`src/rtl/sli_pkg.sv`:
```
// ============================================================================
// sli_pkg: shared types and constants for the sorted list core
// Holds the action and status codes, the default capacity and the control
// bundle that the core sends to every list cell.
// ============================================================================
package sli_pkg;

    // Default number of list cells.
    localparam int SLI_CAPACITY = 16;

    // Fixed field widths.
    localparam int VALUE_W  = 32;
    localparam int INDEX_W  = 4;
    localparam int COUNT_W  = 5;

    // Action codes on the input channel.
    typedef enum logic [1:0] {
        ACT_INSERT = 2'd0,
        ACT_REMOVE = 2'd1,
        ACT_READ   = 2'd2,
        ACT_NONE   = 2'd3
    } t_action;

    // Status codes on the output channel.
    typedef enum logic [1:0] {
        ST_OK        = 2'd0,
        ST_FULL      = 2'd1,
        ST_NOT_FOUND = 2'd2,
        ST_BAD_INDEX = 2'd3
    } t_status;

    // Per-cycle command broadcast to every cell.
    typedef struct packed {
        logic ins_en;
        logic rem_en;
    } t_cell_ctl;

endpackage

```
`src/rtl/sli_cell.sv`:
```
// ============================================================================
// sli_cell: one position of the sorted list
// Holds one entry, compares it with the broadcast value and, on an insert or
// a remove, takes the entry of its left or right neighbor or the new value.
// ============================================================================
module sli_cell
    import sli_pkg::*;
#(
    parameter int IDX     = 0,
    parameter int CNT_W   = 5
) (
    input  logic                       i_clk,
    input  t_cell_ctl                  i_ctl,
    input  logic signed [VALUE_W-1:0]  i_value,
    input  logic [CNT_W-1:0]           i_count,
    input  logic signed [VALUE_W-1:0]  i_left_val,
    input  logic                       i_left_below,
    input  logic signed [VALUE_W-1:0]  i_right_val,
    output logic signed [VALUE_W-1:0]  o_val,
    output logic                       o_below,
    output logic                       o_hit
);

    logic signed [VALUE_W-1:0] r_val;
    logic signed [VALUE_W-1:0] n_val;
    logic                      held;

    // The entry is live when its position is below the entry count.
    assign held    = (i_count > CNT_W'(IDX));
    assign o_below = held && (r_val < i_value);
    // The first entry not below the value is the first equal one, if any.
    assign o_hit   = held && (r_val == i_value) && i_left_below;
    assign o_val   = r_val;

    // Entries below the value stay; the rest shift toward the gap.
    always_comb begin
        n_val = r_val;
        if (i_ctl.ins_en && !o_below) begin
            n_val = i_left_below ? i_value : i_left_val;
        end else if (i_ctl.rem_en && !o_below) begin
            n_val = i_right_val;
        end
    end

    always_ff @(posedge i_clk) begin
        r_val <= n_val;
    end

endmodule

```
`src/rtl/sorted_list_insert_remove_core.sv`:
```
// ============================================================================
// sorted_list_insert_remove_core: ascending list of signed values
// Inserts before the first entry not smaller, removes the first equal entry
// and reads an entry by position, using a row of cells that shift in place.
// ============================================================================
//
//  Channel   Signals                                    Direction
//  --------  -----------------------------------------  ---------
//  input     i_valid, o_ready, i_action, i_value,       in
//            i_index
//  output    o_valid, i_ready, o_status, o_entry_count, out
//            o_read_value
//
// All cells compare the value and shift together for every item,
// so one item is accepted per cycle while the output register can take it.
// The result appears in the output register the cycle after acceptance.
// Reset clears the entry count and the output valid; cell contents need none.
// A stalled result holds the output register and the input waits with it.
//
module sorted_list_insert_remove_core
    import sli_pkg::*;
#(
    parameter int CAPACITY = SLI_CAPACITY
) (
    input  logic                       i_clk,
    input  logic                       i_rst_n,
    input  logic                       i_valid,
    output logic                       o_ready,
    input  logic [1:0]                 i_action,
    input  logic signed [VALUE_W-1:0]  i_value,
    input  logic [INDEX_W-1:0]         i_index,
    output logic                       o_valid,
    input  logic                       i_ready,
    output logic [1:0]                 o_status,
    output logic [COUNT_W-1:0]         o_entry_count,
    output logic signed [VALUE_W-1:0]  o_read_value
);

    localparam int CNT_W = $clog2(CAPACITY + 1);
    localparam int RD_N  = (CAPACITY < (1 << INDEX_W)) ? CAPACITY : (1 << INDEX_W);

    logic [CNT_W-1:0]          r_count;
    logic [CNT_W-1:0]          n_count;
    logic                      r_out_valid;
    t_status                   r_status;
    t_status                   n_status;
    logic [COUNT_W-1:0]        r_out_count;
    logic signed [VALUE_W-1:0] r_rd;
    logic signed [VALUE_W-1:0] n_rd;

    logic signed [VALUE_W-1:0] cell_val   [CAPACITY];
    logic [CAPACITY-1:0]       cell_below;
    logic [CAPACITY-1:0]       cell_hit;
    t_cell_ctl                 ctl;
    t_action                   act;
    logic                      accept;
    logic                      full;
    logic                      found;
    logic                      idx_ok;
    logic [CNT_W+INDEX_W-1:0]  idx_ext;
    logic [CNT_W+INDEX_W-1:0]  cnt_ext;
    logic [CNT_W+COUNT_W-1:0]  out_cnt_ext;

    // Handshake: accept whenever the output register is free or draining.
    assign o_ready = !r_out_valid || i_ready;
    assign accept  = i_valid && o_ready;
    assign act     = t_action'(i_action);

    // List conditions.
    assign full    = (r_count == CNT_W'(CAPACITY));
    assign found   = |cell_hit;
    assign idx_ext = {{CNT_W{1'b0}}, i_index};
    assign cnt_ext = {{INDEX_W{1'b0}}, r_count};
    assign idx_ok  = (idx_ext < cnt_ext) && (idx_ext < (CNT_W + INDEX_W)'(CAPACITY));

    // Command to the cells.
    always_comb begin
        ctl.ins_en = accept && (act == ACT_INSERT) && !full;
        ctl.rem_en = accept && (act == ACT_REMOVE) && found;
    end

    // Row of cells; each sees its neighbors' entries.
    for (genvar k = 0; k < CAPACITY; k++) begin : g_cell
        logic signed [VALUE_W-1:0] left_val;
        logic                      left_below;
        logic signed [VALUE_W-1:0] right_val;

        if (k == 0) begin : g_first
            assign left_val   = i_value;
            assign left_below = 1'b1;
        end else begin : g_mid
            assign left_val   = cell_val[k-1];
            assign left_below = cell_below[k-1];
        end

        if (k == CAPACITY - 1) begin : g_last
            assign right_val = cell_val[k];
        end else begin : g_body
            assign right_val = cell_val[k+1];
        end

        sli_cell #(
            .IDX   (k),
            .CNT_W (CNT_W)
        ) u_cell (
            .i_clk        (i_clk),
            .i_ctl        (ctl),
            .i_value      (i_value),
            .i_count      (r_count),
            .i_left_val   (left_val),
            .i_left_below (left_below),
            .i_right_val  (right_val),
            .o_val        (cell_val[k]),
            .o_below      (cell_below[k]),
            .o_hit        (cell_hit[k])
        );
    end

    // Result of the current item and the next entry count.
    always_comb begin
        n_count  = r_count;
        n_status = ST_OK;
        n_rd     = '0;
        case (act)
            ACT_INSERT: begin
                if (full) begin
                    n_status = ST_FULL;
                end else begin
                    n_count = r_count + CNT_W'(1);
                end
            end
            ACT_REMOVE: begin
                if (found) begin
                    n_count = r_count - CNT_W'(1);
                end else begin
                    n_status = ST_NOT_FOUND;
                end
            end
            ACT_READ: begin
                if (idx_ok) begin
                    for (int k = 0; k < RD_N; k++) begin
                        if (i_index == INDEX_W'(k)) begin
                            n_rd = cell_val[k];
                        end
                    end
                end else begin
                    n_status = ST_BAD_INDEX;
                end
            end
            default: begin
                n_status = ST_OK;
            end
        endcase
    end

    assign out_cnt_ext = {{COUNT_W{1'b0}}, n_count};

    // Entry count and output register control.
    always_ff @(posedge i_clk) begin
        if (!i_rst_n) begin
            r_count     <= '0;
            r_out_valid <= 1'b0;
        end else begin
            if (accept) begin
                r_count     <= n_count;
                r_out_valid <= 1'b1;
            end else if (i_ready) begin
                r_out_valid <= 1'b0;
            end
        end
    end

    // Output payload.
    always_ff @(posedge i_clk) begin
        if (accept) begin
            r_status    <= n_status;
            r_out_count <= out_cnt_ext[COUNT_W-1:0];
            r_rd        <= n_rd;
        end
    end

    assign o_valid       = r_out_valid;
    assign o_status      = r_status;
    assign o_entry_count = r_out_count;
    assign o_read_value  = r_rd;

endmodule

```
`config.mk`:
```
export PLATFORM = sky130hd
export DESIGN_NAME = sorted_list_insert_remove_core
export DESIGN_NICKNAME = d
export VERILOG_FILES = /design/src/rtl/sli_pkg.sv /design/src/rtl/sli_cell.sv /design/src/rtl/sorted_list_insert_remove_core.sv
export SDC_FILE = /design/constraint.sdc
export NUM_CORES = 2
export LEC_CHECK = 0
export ABC_AREA = 1
export BUFFER_PORTS_ARGS = -buffer_cell sky130_fd_sc_hd__buf_2
export CAP_MARGIN = 15
export CORE_ASPECT_RATIO = 1.25
export CORE_MARGIN = 5
export CORE_UTILIZATION = 35
export CTS_CLUSTER_DIAMETER = 50
export DETAILED_ROUTE_END_ITERATION = 12
export PLACE_DENSITY = 0.58
export SETUP_SLACK_MARGIN = 0.15
export SYNTH_ARGS = -nofsm -noshare
export SYNTH_HDL_FRONTEND = slang
export SYNTH_SLANG_ARGS = --single-unit
```
`constraint.sdc`:
```
create_clock -name i_clk -period 9.5 [get_ports i_clk]
set_clock_uncertainty 0.1 [all_clocks]
set_input_delay 1.9 -clock i_clk [delete_from_list [all_inputs] [get_ports i_clk]]
set_output_delay 1.9 -clock i_clk [all_outputs]
set_load 0.01 [all_outputs]
```
==> flow_summary.ini <==
[min_path]
min_path_type = flop to flop

[sta]
fin_crit_ns = 7.82
rsz0062_at_grt = false
fmax_mhz = 128
maxSlewViolCount = 0
slew_headroom_pct = 25.2
tightestPinTransition_ns = 1.12
finalHoldViolCount = 0
setup_viol = 0
setup_tns_ns = 0
final.period_utilization_pct = 82.3

[setup_path]
worstPathCellList = buf_2 -> clkinv_1 -> ha_1 -> nand2_1 -> nor2_1 -> nand4_1 -> nor3_1 -> nand4_1 -> nor2_1 -> nand4_1 -> nand2_1 -> nor2_1 -> nand2_2 -> nor2_4 -> inv_4 -> nand3_4 -> o21ai_4
endpoint_kind = flop
cp.arrival_ns = 7.98
worstPathRequired_ns = 9.66
cp_max_fo = 32
critical_path.slowest_cell = o21ai_4
worst-path-buf-inv = 3
worstSetupPathType = input pin to flop
cp_top_family = simple AND/OR/NAND/NOR gates
critPathLaunchType = input pin
crit_path_max_incr_delay_ns = 1.06

[detailed_routing]
drt-pass1-iter-count = 8
post_drt_wl_per_cell_um = 20.5
routed_wl_um = 145000
vias = 38700
viasPerCell = 5.48
drc = 0
drt_iter0_drc = 3538
ant_nets = 0

[floorplanning]
start_util_pct = 35.1
die_w_um = 324
core_area_um2 = 123000
fp.dieArea_um2 = 131000
rows = 144
die_h_um = 403
io_pins = 83

[power_and_ir_drop]
switchingPower_mw = 2.25
sw_frac_of_total_pct = 30.4
internal_power_mw = 5.14
power.density_nw_per_um2 = 153
leakage_nw = 20.6
irDropWorstVdd_uv = 150
clkPwrFrac_pct = 43.6
combPwrFrac_pct = 17.2
p_seq_share_pct = 39.3

[yosys]
synthArstFlopShare_pct = 0
ys_ff_latch = 557
synth_fp_nets = 5979
synth_area_um2 = 43300
ys_warn_count = 0
syn_area_per_cell_um2 = 7.98
synth_ff_type = edfxtp_1
synth_cell_types = 58
postSynthCellCount = 5417
ys_seq_area_share_pct = 38.5
synth-edff-count = 551

[job]
drv_cap = 0

[finish]
final_nets = 5951
layout.cells.non_filler = 7069
fill_cells = 12400
multi_input_area_um2 = 23700
drive_above_1_share_pct = 7.49
syn2layout_area_growth_pct = 11.3
seqCellArea_um2 = 16700

[clocking]
cts_tree = built
clock_path_buffers = 3
cts_buffers = 83
cts_resized = 0
cts_setup_buffers = 0
h-tree-depth = 3
hold_buffers = 0
root_buffer = clkbuf_16
clkLatencyLatePin_ns = 0.67
clk_pin_slew_worst_paths_ns = 0.05
cts.sinks = 557

[placement]
io_buffers = 82
hpwlAfterDp_um = 113000
dp_cells = 6909
place_congestion = 0.892

[global_route]
grt_usage_pct = 21.4
overflow = 0
grt_pass1_vias = 37300
grt_max_degree = 67
antenna_found_initial = 7
grt_pass1_wl_um = 220000

[outcome]
outcome = completed
worst min-delay path, delay by kind of cell, from the launching register on:
kind             cells  cell delay [ns]
AO/OA/AOI/OAI        1             0.07
AND/OR/NAND/NOR      1             0.09
flip-flops           1             0.30
synthesized netlist by cell type (all sizes together), types with 6 or more instances:
master   count  area share [%]
and3         7            0.10
nand2     1137             9.9
dfxtp        6            0.28
edfxtp     551              38
nor4        13            0.23
nand3      137             1.6
o2111ai     23            0.47
a21oi      637             7.4
ha         520              15
nor2       447             4.1
o21a        34            0.59
a211oi      78             1.4
nor3        21            0.27
inv        479             4.2
clkbuf     181             1.6
buf         90             1.0
clkinv      34            0.30
mux2        33            0.86
o211ai      10            0.17
a22o         9            0.18
o22ai       43            0.62
o31ai       23            0.44
nand4      107             1.5
o21ai      768             9.0
worst paths after layout:
| kind | slack [ns] | cells past startpoint | to | startpoint |
|---|---|---|---|---|
| max | 1.68 | 17 | g_cell[0].u_cell.o_val[4] | i_value[31] |
| min | 0.42 | 2 | o_valid | o_valid |
| max reg2reg | 3.94 | 15 | g_cell[0].u_cell.o_val[4] | g_cell[15].u_cell.o_val[31] |
| min reg2reg | 0.42 | 2 | o_valid | o_valid |
cell usage in the layout (no fill, tap or decap), drive strengths merged, types with 7 or more instances in the layout:
cell     count
clkinv      59
nand2     1137
ha         520
buf        158
o22ai       43
and3         7
nand4      107
a21oi      637
mux2        33
o21a        34
a22o         9
inv        494
nor3        21
o2111ai     23
bufinv      10
clkbuf     102
a211oi      78
o21ai      768
o211ai      10
nor2       447
nand3      137
o31ai       23
edfxtp     551
nor4        13
kinds of logic (layout without fill, tap and decap cells):
kind of cell / Yosys count / in the layout / synth area share, %
buffers and inverters: 784 / 826 / 7.08
flip-flops: 557 / 557 / 38.5
AND/OR/NAND/NOR: 1875 / 1875 / 17.8
multiplexers: 33 / 33 / 0.859
other: 0 / 4 / 0
XOR/XNOR: 2 / 2 / 0.0405
AO/OA/AOI/OAI: 1646 / 1646 / 20.6
adder cells (fa/ha/maj): 520 / 520 / 15.0
flip-flops by register name, summed over array words and instances, names as in the netlist:
register / cells
o_read_value: 32
r_count: 5
o_entry_count: 5
g_cell.u_cell.o_val: 512
o_status: 2
o_valid: 1
power by group through the flow:
| stage | sequential [mW] | clock (mW) | combinational [mW] |
|---|---|---|---|
| after global routing | 2.91 | 3.37 | 1.42 |
| after detailed placement | 2.95 | 0 | 1.25 |
| final | 2.90 | 3.22 | 1.27 |
| after floorplan | 2.93 | 0 | 0.847 |
| after global placement | 2.95 | 0 | 1.23 |
| after CTS | 2.90 | 3.28 | 1.26 |
stage by stage:
stage / utilization [%] / setup slack, ns / total power [mW] / hold slack [ns] / instance area [um^2]
CTS: 39.1 / 1.77 / 7.43 / 0.417 / 48100
finish: 39.1 / 1.68 / 7.39 / 0.419 / 48200
detailed placement: 36.8 / 1.05 / 4.20 / 0.408 / 45300
global placement: 36.8 / 1.15 / 4.17 / 0.395 / 45300
global route: 39.1 / 1.41 / 7.70 / 0.432 / 48200
floorplan: - / 2.21 / 3.78 / 0.449 / 43300
per-layer routing:
| metal | vias to the layer above | share of wire [%] | GRT usage, % |
|---|---|---|---|
| met5 | - | 0.0090 | 0 |
| met4 | 2 | 4.9 | 10.5 |
| li1 | 19000 | - | - |
| met1 | 18100 | 42 | 27.0 |
| met3 | 279 | 5.7 | 2.34 |
| met2 | 1369 | 47 | 36.6 |
final cells by class:
class | count | share of cell area, %
Timing Repair Buffer | 158 | 2.06
Inverter | 513 | 4.01
Sequential cell | 557 | 34.6
Antenna cell | 4 | 0.0208
Multi-Input combinational cell | 4076 | 49.3
Tap cell | 1606 | 4.17
Clock inverter | 53 | 1.27
Clock buffer | 102 | 4.59
(Power assumes the default switching activity.)
